**src/rtl/barometric_pressure_compensation_assert.svh**
```systemverilog
// Assertion macros shared by the barometric pressure compensation RTL.
`ifndef BAROMETRIC_PRESSURE_COMPENSATION_ASSERT_SVH
`define BAROMETRIC_PRESSURE_COMPENSATION_ASSERT_SVH
`ifndef ASSERT_OFF
// Checked at every rising edge of clk, suspended while rst is high.
`define BPC_ASSERT(lbl, prop, msg) \
  lbl: assert property (@(posedge clk) disable iff (rst) prop) else $error(msg);
// Checked at every rising edge of clk, reset included.
`define BPC_ASSERT_ALWAYS(lbl, prop, msg) \
  lbl: assert property (@(posedge clk) prop) else $error(msg);
`else
`define BPC_ASSERT(lbl, prop, msg)
`define BPC_ASSERT_ALWAYS(lbl, prop, msg)
`endif
`endif

```
**src/rtl/bpc_pkg.sv**
```systemverilog
// Types, constants and helper functions for the barometric pressure compensation block.
`timescale 1ns / 1ps
`default_nettype none
package bpc_pkg;

  // Input and result payloads.
  typedef struct packed {
    logic        kind;
    logic [23:0] raw_value;
  } in_t;

  typedef struct packed {
    logic [17:0] pressure_pa;
    logic        div_fault;
  } out_t;

  // Calibration and oversampling settings.
  typedef struct packed {
    logic [31:0] ac1_ac2;
    logic [31:0] ac3_ac4;
    logic [31:0] ac5_ac6;
    logic [31:0] b1_b2;
    logic [31:0] mc_md;
    logic [1:0]  oss;
  } cal_t;

  // Configuration register indexes.
  localparam logic [2:0] REG_AC1_AC2 = 3'd0;
  localparam logic [2:0] REG_AC3_AC4 = 3'd1;
  localparam logic [2:0] REG_AC5_AC6 = 3'd2;
  localparam logic [2:0] REG_B1_B2   = 3'd3;
  localparam logic [2:0] REG_MC_MD   = 3'd4;
  localparam logic [2:0] REG_OSS     = 3'd5;

  // Input kinds.
  localparam logic KIND_TEMP  = 1'b0;
  localparam logic KIND_PRESS = 1'b1;

  // Compensation constants.
  localparam logic [31:0] C_B6_OFS  = 32'd4000;
  localparam logic [31:0] C_B4_RND  = 32'd32768;
  localparam logic [31:0] C_B7_K    = 32'd50000;
  localparam logic [31:0] C_K1      = 32'd3038;
  localparam logic [31:0] C_K2      = 32'hFFFF_E343;
  localparam logic [31:0] C_K3      = 32'd3791;
  localparam logic [31:0] C_P_MAX   = 32'd262143;
  localparam logic [1:0]  OSS_RESET = 2'd3;

  // Sequencer states.
  typedef enum logic [4:0] {
    ST_IDLE, ST_MUL_T, ST_CHK_DEN, ST_WAIT_D1, ST_MUL_SQ, ST_MUL_B2,
    ST_MUL_A2, ST_MUL_A3, ST_MUL_B1, ST_MUL_A4, ST_MUL_B7, ST_CHK_B7,
    ST_WAIT_D2, ST_MUL_PP, ST_MUL_K1, ST_MUL_K2, ST_FIN, ST_DONE
  } state_t;

  // Sign extension of a 16-bit calibration field.
  function automatic logic [31:0] sx16(input logic [15:0] v);
    sx16 = {{16{v[15]}}, v};
  endfunction

  // Arithmetic right shift of a 32-bit word.
  function automatic logic [31:0] asr(input logic [31:0] v, input logic [4:0] n);
    asr = $unsigned($signed(v) >>> n);
  endfunction

endpackage
`default_nettype wire

```
**src/rtl/barometric_pressure_compensation.sv**
```systemverilog
// Top level of the barometric pressure compensation block.
`timescale 1ns / 1ps
`default_nettype none
`include "barometric_pressure_compensation_assert.svh"
// A temperature transaction stores the raw 16-bit temperature, gives no result and
// leaves in_stall low. A pressure transaction holds in_stall high while its result is
// computed from two divisions in the bit-serial divider, eleven passes through the
// shared 32x32 multiplier and a few control steps. A zero divisor in the temperature
// term or in the pressure term ends the computation early with the fault result.
// The result then moves to the output register, so the next transaction can be taken
// while it waits there; if that register is still held by out_stall, the finished
// result waits in the sequencer and in_stall stays high until it can move.
// Calibration is written through cfg_we, cfg_index and cfg_wdata; the user must do so
// only while the block is idle, as the block itself does not enforce this.
module barometric_pressure_compensation (
  input  wire logic           clk,
  input  wire logic           rst,
  input  wire logic           in_valid,
  output logic                in_stall,
  input  wire bpc_pkg::in_t   in_data,
  output logic                out_valid,
  input  wire logic           out_stall,
  output bpc_pkg::out_t       out_data,
  input  wire logic           cfg_we,
  input  wire logic [2:0]     cfg_index,
  input  wire logic [31:0]    cfg_wdata
);

  bpc_pkg::cal_t cal;
  bpc_pkg::out_t res;
  logic [15:0]   last_t;
  logic          in_acc, core_start, busy, res_valid, res_take;

  assign in_stall   = busy;
  assign in_acc     = in_valid && !in_stall;
  assign core_start = in_acc && (in_data.kind == bpc_pkg::KIND_PRESS);
  assign res_take   = res_valid && (!out_valid || !out_stall);

  // Configuration registers.
  always_ff @(posedge clk) begin
    if (rst) begin
      cal <= '{ac1_ac2: '0, ac3_ac4: '0, ac5_ac6: '0, b1_b2: '0, mc_md: '0,
               oss: bpc_pkg::OSS_RESET};
    end else if (cfg_we) begin
      case (cfg_index)
        bpc_pkg::REG_AC1_AC2: cal.ac1_ac2 <= cfg_wdata;
        bpc_pkg::REG_AC3_AC4: cal.ac3_ac4 <= cfg_wdata;
        bpc_pkg::REG_AC5_AC6: cal.ac5_ac6 <= cfg_wdata;
        bpc_pkg::REG_B1_B2:   cal.b1_b2   <= cfg_wdata;
        bpc_pkg::REG_MC_MD:   cal.mc_md   <= cfg_wdata;
        bpc_pkg::REG_OSS:     cal.oss     <= cfg_wdata[1:0];
        default: begin
        end
      endcase
    end
  end

  // Stored raw temperature.
  always_ff @(posedge clk) begin
    if (rst) begin
      last_t <= '0;
    end else if (in_acc && (in_data.kind == bpc_pkg::KIND_TEMP)) begin
      last_t <= in_data.raw_value[15:0];
    end
  end

  bpc_seq u_seq (
    .clk       (clk),
    .rst       (rst),
    .start     (core_start),
    .raw       (in_data.raw_value),
    .last_t    (last_t),
    .cal       (cal),
    .res_take  (res_take),
    .busy      (busy),
    .res_valid (res_valid),
    .res       (res)
  );

  // Output register.
  always_ff @(posedge clk) begin
    if (rst) begin
      out_valid <= 1'b0;
    end else if (res_take) begin
      out_valid <= 1'b1;
    end else if (!out_stall) begin
      out_valid <= 1'b0;
    end
  end

  always_ff @(posedge clk) begin
    if (res_take) begin
      out_data <= res;
    end
  end

  `BPC_ASSERT(a_fault_zero, out_valid && out_data.div_fault |-> out_data.pressure_pa == '0, "fault with nonzero pressure")
  `BPC_ASSERT(a_temp_idle, in_acc && (in_data.kind == bpc_pkg::KIND_TEMP) |=> !in_stall, "temperature transaction made the block busy")
  `BPC_ASSERT(a_load_src, $rose(out_valid) |-> $past(res_valid), "result appeared without a finished computation")
  `BPC_ASSERT_ALWAYS(a_reset_idle, $past(rst) && !rst |-> !in_stall && !out_valid, "block not idle after reset")

endmodule
`default_nettype wire

```
**src/rtl/bpc_div.sv**
```systemverilog
// Bit-serial restoring divider, 32-bit unsigned, one quotient bit per cycle.
`timescale 1ns / 1ps
`default_nettype none
module bpc_div (
  input  wire logic        clk,
  input  wire logic        rst,
  input  wire logic        start,
  input  wire logic [31:0] dividend,
  input  wire logic [31:0] divisor,
  output logic             done,
  output logic [31:0]      quotient
);

  logic        busy;
  logic [4:0]  cnt;
  logic [31:0] rem;
  logic [31:0] qr;
  logic [31:0] dvs;
  logic [32:0] trial;

  // Trial subtraction of the divisor from the shifted partial remainder.
  assign trial = {rem, qr[31]} - {1'b0, dvs};
  assign quotient = qr;

  // Iteration control and datapath.
  always_ff @(posedge clk) begin
    if (rst) begin
      busy <= 1'b0;
      done <= 1'b0;
      cnt  <= '0;
    end else begin
      done <= !start && busy && (cnt == 5'd31);
      if (start) begin
        busy <= 1'b1;
        cnt  <= '0;
        rem  <= '0;
        qr   <= dividend;
        dvs  <= divisor;
      end else if (busy) begin
        if (trial[32]) begin
          rem <= {rem[30:0], qr[31]};
          qr  <= {qr[30:0], 1'b0};
        end else begin
          rem <= trial[31:0];
          qr  <= {qr[30:0], 1'b1};
        end
        cnt <= cnt + 5'd1;
        if (cnt == 5'd31) begin
          busy <= 1'b0;
        end
      end
    end
  end

endmodule
`default_nettype wire

```
**src/rtl/bpc_seq.sv**
```systemverilog
// Compensation sequencer around one shared 32x32 multiplier and the serial divider.
`timescale 1ns / 1ps
`default_nettype none
module bpc_seq (
  input  wire logic          clk,
  input  wire logic          rst,
  input  wire logic          start,
  input  wire logic [23:0]   raw,
  input  wire logic [15:0]   last_t,
  input  wire bpc_pkg::cal_t cal,
  input  wire logic          res_take,
  output logic               busy,
  output logic               res_valid,
  output bpc_pkg::out_t      res
);

  bpc_pkg::state_t state, state_next;

  logic [31:0] ac1, ac2, ac3, ac4, ac5, ac6, b1, b2, mc, md;
  logic [31:0] ma, mb, mres;
  logic [63:0] prod;
  logic [31:0] up, x1r, b6r, b6sq, t1, b3r, b4r, pr;
  logic        qneg, bsh;
  logic [31:0] x1_t, den, mcs, x3_a3, b3_c, x3_a4, b4_c, pf;
  logic        div_start, div_done;
  logic [31:0] div_a, div_b, div_q, x2_d;
  logic [3:0]  up_sh;

  // Calibration fields.
  assign ac1 = bpc_pkg::sx16(cal.ac1_ac2[31:16]);
  assign ac2 = bpc_pkg::sx16(cal.ac1_ac2[15:0]);
  assign ac3 = bpc_pkg::sx16(cal.ac3_ac4[31:16]);
  assign ac4 = {16'b0, cal.ac3_ac4[15:0]};
  assign ac5 = {16'b0, cal.ac5_ac6[31:16]};
  assign ac6 = {16'b0, cal.ac5_ac6[15:0]};
  assign b1  = bpc_pkg::sx16(cal.b1_b2[31:16]);
  assign b2  = bpc_pkg::sx16(cal.b1_b2[15:0]);
  assign mc  = bpc_pkg::sx16(cal.mc_md[31:16]);
  assign md  = bpc_pkg::sx16(cal.mc_md[15:0]);

  // Intermediate terms taken from the registered product.
  assign up_sh = 4'd8 - {2'b0, cal.oss};
  assign x1_t  = bpc_pkg::asr(mres, 5'd15);
  assign den   = x1_t + md;
  assign mcs   = mc << 11;
  assign x3_a3 = t1 + bpc_pkg::asr(mres, 5'd11);
  assign b3_c  = bpc_pkg::asr((((ac1 << 2) + x3_a3) << cal.oss) + 32'd2, 5'd2);
  assign x3_a4 = bpc_pkg::asr(t1 + bpc_pkg::asr(mres, 5'd16) + 32'd2, 5'd2);
  assign b4_c  = mres >> 15;
  assign pf    = pr + bpc_pkg::asr(t1 + bpc_pkg::asr(mres, 5'd16) + bpc_pkg::C_K3, 5'd4);
  assign x2_d  = qneg ? (32'd0 - div_q) : div_q;

  // Shared multiplier operand selection.
  always_comb begin
    ma = '0;
    mb = '0;
    case (state)
      bpc_pkg::ST_MUL_T: begin
        ma = {16'b0, last_t} - ac6;
        mb = ac5;
      end
      bpc_pkg::ST_MUL_SQ: begin
        ma = b6r;
        mb = b6r;
      end
      bpc_pkg::ST_MUL_B2: begin
        ma = b2;
        mb = bpc_pkg::asr(mres, 5'd12);
      end
      bpc_pkg::ST_MUL_A2: begin
        ma = ac2;
        mb = b6r;
      end
      bpc_pkg::ST_MUL_A3: begin
        ma = ac3;
        mb = b6r;
      end
      bpc_pkg::ST_MUL_B1: begin
        ma = b1;
        mb = b6sq;
      end
      bpc_pkg::ST_MUL_A4: begin
        ma = ac4;
        mb = x3_a4 + bpc_pkg::C_B4_RND;
      end
      bpc_pkg::ST_MUL_B7: begin
        ma = up - b3r;
        mb = bpc_pkg::C_B7_K >> cal.oss;
      end
      bpc_pkg::ST_MUL_PP: begin
        ma = bpc_pkg::asr(pr, 5'd8);
        mb = bpc_pkg::asr(pr, 5'd8);
      end
      bpc_pkg::ST_MUL_K1: begin
        ma = mres;
        mb = bpc_pkg::C_K1;
      end
      bpc_pkg::ST_MUL_K2: begin
        ma = bpc_pkg::C_K2;
        mb = pr;
      end
      default: begin
        ma = '0;
        mb = '0;
      end
    endcase
  end

  assign prod = ma * mb;

  // Divider operands: signed temperature division or unsigned pressure division.
  always_comb begin
    if (state == bpc_pkg::ST_CHK_B7) begin
      div_a = mres[31] ? mres : (mres << 1);
      div_b = b4r;
    end else begin
      div_a = mcs[31] ? (32'd0 - mcs) : mcs;
      div_b = den[31] ? (32'd0 - den) : den;
    end
  end

  bpc_div u_div (
    .clk      (clk),
    .rst      (rst),
    .start    (div_start),
    .dividend (div_a),
    .divisor  (div_b),
    .done     (div_done),
    .quotient (div_q)
  );

  // Next state.
  always_comb begin
    state_next = state;
    case (state)
      bpc_pkg::ST_IDLE:    if (start) state_next = bpc_pkg::ST_MUL_T;
      bpc_pkg::ST_MUL_T:   state_next = bpc_pkg::ST_CHK_DEN;
      bpc_pkg::ST_CHK_DEN: begin
        state_next = (den == '0) ? bpc_pkg::ST_DONE : bpc_pkg::ST_WAIT_D1;
      end
      bpc_pkg::ST_WAIT_D1: if (div_done) state_next = bpc_pkg::ST_MUL_SQ;
      bpc_pkg::ST_MUL_SQ:  state_next = bpc_pkg::ST_MUL_B2;
      bpc_pkg::ST_MUL_B2:  state_next = bpc_pkg::ST_MUL_A2;
      bpc_pkg::ST_MUL_A2:  state_next = bpc_pkg::ST_MUL_A3;
      bpc_pkg::ST_MUL_A3:  state_next = bpc_pkg::ST_MUL_B1;
      bpc_pkg::ST_MUL_B1:  state_next = bpc_pkg::ST_MUL_A4;
      bpc_pkg::ST_MUL_A4:  state_next = bpc_pkg::ST_MUL_B7;
      bpc_pkg::ST_MUL_B7: begin
        state_next = (b4_c == '0) ? bpc_pkg::ST_DONE : bpc_pkg::ST_CHK_B7;
      end
      bpc_pkg::ST_CHK_B7:  state_next = bpc_pkg::ST_WAIT_D2;
      bpc_pkg::ST_WAIT_D2: if (div_done) state_next = bpc_pkg::ST_MUL_PP;
      bpc_pkg::ST_MUL_PP:  state_next = bpc_pkg::ST_MUL_K1;
      bpc_pkg::ST_MUL_K1:  state_next = bpc_pkg::ST_MUL_K2;
      bpc_pkg::ST_MUL_K2:  state_next = bpc_pkg::ST_FIN;
      bpc_pkg::ST_FIN:     state_next = bpc_pkg::ST_DONE;
      bpc_pkg::ST_DONE:    if (res_take) state_next = bpc_pkg::ST_IDLE;
      default:             state_next = bpc_pkg::ST_IDLE;
    endcase
  end

  // Control outputs.
  always_comb begin
    busy      = (state != bpc_pkg::ST_IDLE);
    res_valid = (state == bpc_pkg::ST_DONE);
    div_start = ((state == bpc_pkg::ST_CHK_DEN) && (den != '0)) ||
                (state == bpc_pkg::ST_CHK_B7);
  end

  always_ff @(posedge clk) begin
    if (rst) begin
      state <= bpc_pkg::ST_IDLE;
    end else begin
      state <= state_next;
    end
  end

  // Datapath registers; each state consumes the previous product.
  always_ff @(posedge clk) begin
    mres <= prod[31:0];
    case (state)
      bpc_pkg::ST_IDLE: begin
        up <= {8'b0, raw >> up_sh};
      end
      bpc_pkg::ST_CHK_DEN: begin
        x1r  <= x1_t;
        qneg <= mcs[31] ^ den[31];
        res  <= '{pressure_pa: '0, div_fault: 1'b1};
      end
      bpc_pkg::ST_WAIT_D1: begin
        b6r <= x1r + x2_d - bpc_pkg::C_B6_OFS;
      end
      bpc_pkg::ST_MUL_B2: begin
        b6sq <= bpc_pkg::asr(mres, 5'd12);
      end
      bpc_pkg::ST_MUL_A2: begin
        t1 <= bpc_pkg::asr(mres, 5'd11);
      end
      bpc_pkg::ST_MUL_A3: begin
        b3r <= b3_c;
      end
      bpc_pkg::ST_MUL_B1: begin
        t1 <= bpc_pkg::asr(mres, 5'd13);
      end
      bpc_pkg::ST_MUL_B7: begin
        b4r <= b4_c;
        res <= '{pressure_pa: '0, div_fault: 1'b1};
      end
      bpc_pkg::ST_CHK_B7: begin
        bsh <= mres[31];
      end
      bpc_pkg::ST_WAIT_D2: begin
        pr <= bsh ? (div_q << 1) : div_q;
      end
      bpc_pkg::ST_MUL_K2: begin
        t1 <= bpc_pkg::asr(mres, 5'd16);
      end
      bpc_pkg::ST_FIN: begin
        res.div_fault <= 1'b0;
        if (pf[31]) begin
          res.pressure_pa <= '0;
        end else if (pf > bpc_pkg::C_P_MAX) begin
          res.pressure_pa <= bpc_pkg::C_P_MAX[17:0];
        end else begin
          res.pressure_pa <= pf[17:0];
        end
      end
      default: begin
      end
    endcase
  end

endmodule
`default_nettype wire
```
**config.mk**
```make
export PLATFORM = sky130hd
export DESIGN_NAME = barometric_pressure_compensation
export DESIGN_NICKNAME = d
export VERILOG_FILES = /design/src/rtl/bpc_pkg.sv /design/src/rtl/barometric_pressure_compensation.sv /design/src/rtl/bpc_div.sv /design/src/rtl/bpc_seq.sv
export VERILOG_INCLUDE_DIRS = /design/src /design/src/rtl
export SDC_FILE = /design/constraint.sdc
export NUM_CORES = 2
export LEC_CHECK = 0
export ABC_CLOCK_PERIOD_IN_PS = 16300
export BUFFER_PORTS_ARGS = -buffer_cell sky130_fd_sc_hd__buf_4
export CAP_MARGIN = 20
export CORE_MARGIN = 4
export CORE_UTILIZATION = 30
export DETAILED_ROUTE_END_ITERATION = 8
export SLEW_MARGIN = 5
export SYNTH_ARGS = -nofsm -noshare
export SYNTH_HDL_FRONTEND = slang
export SYNTH_SLANG_ARGS = --single-unit
```
**constraint.sdc**
```tcl
create_clock -name clk -period 16.3 [get_ports clk]
set_input_delay 3.26 -clock clk [delete_from_list [all_inputs] [get_ports clk]]
set_output_delay 3.26 -clock clk [all_outputs]
set_load 0.02 [all_outputs]
```
==> flow_metrics.tcl <==
set metrics [dict create \
    initialDrtViolationCount 4310 \
    ant_nets 0 \
    core_region_area_um2 172000 \
    max_freq_ghz 0.0821 \
    ios 86 \
    antenna_found_initial 10 \
    via_per_inst 5.33 \
    layout_common_cells "nand2_1 (1035), inv_1 (755), a21oi_1 (458), fa_1 (435), ha_1 (362)" \
    ys_seq_area_share_pct 27.5 \
    cts-root-buf "clkbuf_16" \
    vdd_drop_max_mv 0.122 \
    nNetsFinal 6807 \
    clk-insertion-delay-late_ns 0.71 \
    yosys.area.top_type_share_pct 18.9 \
    worst_pin_slew_ns 1.29 \
    synth_cells 5953 \
    portBuffers 85 \
    grt_max_degree 81 \
    fin_crit_ns 12.17 \
    worst_slack_ns 4.13 \
    cpPeakStageDelay_ns 0.80 \
    drive_gt1_share_pct 7.45 \
    syn-cell-area_um2 52200 \
    hold_ws_ns 0.414 \
    p_per_area_nw_per_um2 138 \
    critPathArrivalTime_ns 12.76 \
    placed_cell_area_um2 55700 \
    status "finished, final reports clean" \
    wl_um 196000 \
    drv_cap 0 \
    worstPathRequired_ns 16.88 \
    cts_tree "done" \
    synth_edf_count 329 \
    clkSinkCount 552 \
    first_pass_iters 6 \
    grt_pass1_vias 43500 \
    yosys_warnings 0 \
    cts_hold_buffers 0 \
    grt_setup_unrepaired "false" \
    track_usage_pct 21.3 \
    drc 0 \
    hpwl_um 151000 \
    die_area_um2 181000 \
    initial_core_util_pct 30.3 \
    final.setup_skew_ns 0.0784 \
    finalCritPeriodShare_pct 74.7 \
    critPathKind "register to register" \
    slew_headroom_pct 14.0 \
    hp-class "register to register" \
    cts_setup_buffers 0 \
    cp_slowest_cell "a21oi_1" \
    ys_async_sr_fraction_pct 0 \
    synthFlopType "edfxtp_1" \
    clockBufferDepth 3 \
    synth.avg_cell_area_um2 8.77 \
    cts_buffers 60 \
    area_growth_pct 10.8 \
    power_leakage_nw 24.2 \
    final-setup-viol-count 0 \
    synth_cell_types 114 \
    synthTopCellsByArea "edfxtp_1 (19%), fa_1 (17%), ha_1 (8.7%), dfxtp_1 (8.5%), nand2_1 (7.4%)" \
    utilization_pct 33.6 \
    dp.cells 8189 \
    num_rows 152 \
    final_common_cell "nand2_1" \
    post_cts_resized 0 \
    crit_fanout 15 \
    finalSetupTns_ns 0 \
    cp_common_cell "xnor2_1" \
    layout.cells.non_filler 8311 \
    via_count 44300 \
    ys_ff_latch 552 \
    grt_pass1_wl_um 288000 \
    slew_violations 0 \
    synth_top_cell_by_area "edfxtp_1" \
    dieWidth_um 425 \
    place_ws_ns 4.21 \
    fp.dieH_um 425 \
    wl_per_cell_um 23.6 \
    grt.overflow.total 0 \
    power.total_mw 7.97 \
    finalHoldViolCount 0 \
    htree_levels 2 \
    endpoint_kind "register" \
    r2r_slack_ns 4.13 \
    start_kind "register" \
    place.gp.congestion 0.949 \
    final_area_um2 57800 \
    clkTransAtPathRegs_ns 0.06 \
]
## cell families (layout without fill, tap and decap cells)
family / after synthesis / count (layout) / synth area share, %
simple gates: 1879 / 1879 / 16.1
compound gates: 1216 / 1216 / 15.0
buf+inv: 1050 / 1076 / 7.61
fa+ha+maj: 798 / 798 / 25.4
flops: 552 / 552 / 27.5
xor+xnor: 339 / 339 / 5.91
mux: 118 / 118 / 2.46
other cells: 1 / 23 / 0.00718
## per-layer routing
metal	track usage, %	vias up	part of all wire, %
li1	-	20000	-
met1	28.9	21900	42
met2	33.0	1875	43
met3	3.56	432	8.4
met4	10.1	6	5.7
met5	0	-	0.021
## worst paths after layout
| kind | to | startpoint | depth (start not counted) |
|---|---|---|---|
| worst max-delay path | u_seq.mres[31]$_DFF_P_ | u_seq.mres[16]$_DFF_P_ | 41 |
| worst min-delay path | out_data[7]$_DFFE_PP_ | u_seq.res[7]$_SDFFCE_PP0P_ | 0 |
| worst max register to register | u_seq.mres[31]$_DFF_P_ | u_seq.mres[16]$_DFF_P_ | 41 |
| worst min register to register | out_data[7]$_DFFE_PP_ | u_seq.res[7]$_SDFFCE_PP0P_ | 0 |
## Yosys cell counts (all sizes together) (53+ instances only)
library cell,count
o21ai,210
clkbuf,259
dfxtp,223
xor2,115
nand2b,53
nor2,300
a22oi,72
fa,435
nand2,1035
a21oi,465
mux2i,70
ha,362
edfxtp,329
xnor2,219
nand3,97
and2,63
inv,755
nor3,77
## power breakdown
part	internal (mW)	switching, mW	total (mW)
clock network	0.809	0.637	1.45
logic	1.58	2.87	4.45
registers	1.87	0.198	2.07
## layout make-up
type                       instances  area [um2]
tap                             2310        2890
clock buffer                      81        1720
antenna                            5        12.5
timing repair buffer             205        1580
inverter                         758        2850
multi-input combinational       4368       34100
fill                           17900      114000
sequential                       552       14300
clock inverter                    32         348
## state kept, by name, indices dropped and copies added (netlist names), 30 cells and up
register,flops
u_seq.b3r,30
cal,162
u_seq.u_div.rem,32
u_seq.pr,32
u_seq.u_div.dvs,32
u_seq.mres,32
u_seq.u_div.quotient,32
u_seq.b6r,32
## critical path: cells and delay by family, from the launching register on
family | cells | cell delay [ns]
adder cells (fa/ha/maj) | 11 | 5.04
XOR/XNOR | 16 | 3.12
AO/OA/AOI/OAI | 4 | 1.87
AND/OR/NAND/NOR | 6 | 1.32
buffers and inverters | 4 | 0.37
flip-flops | 1 | 0.30
Power figures use the tool's default switching activity.
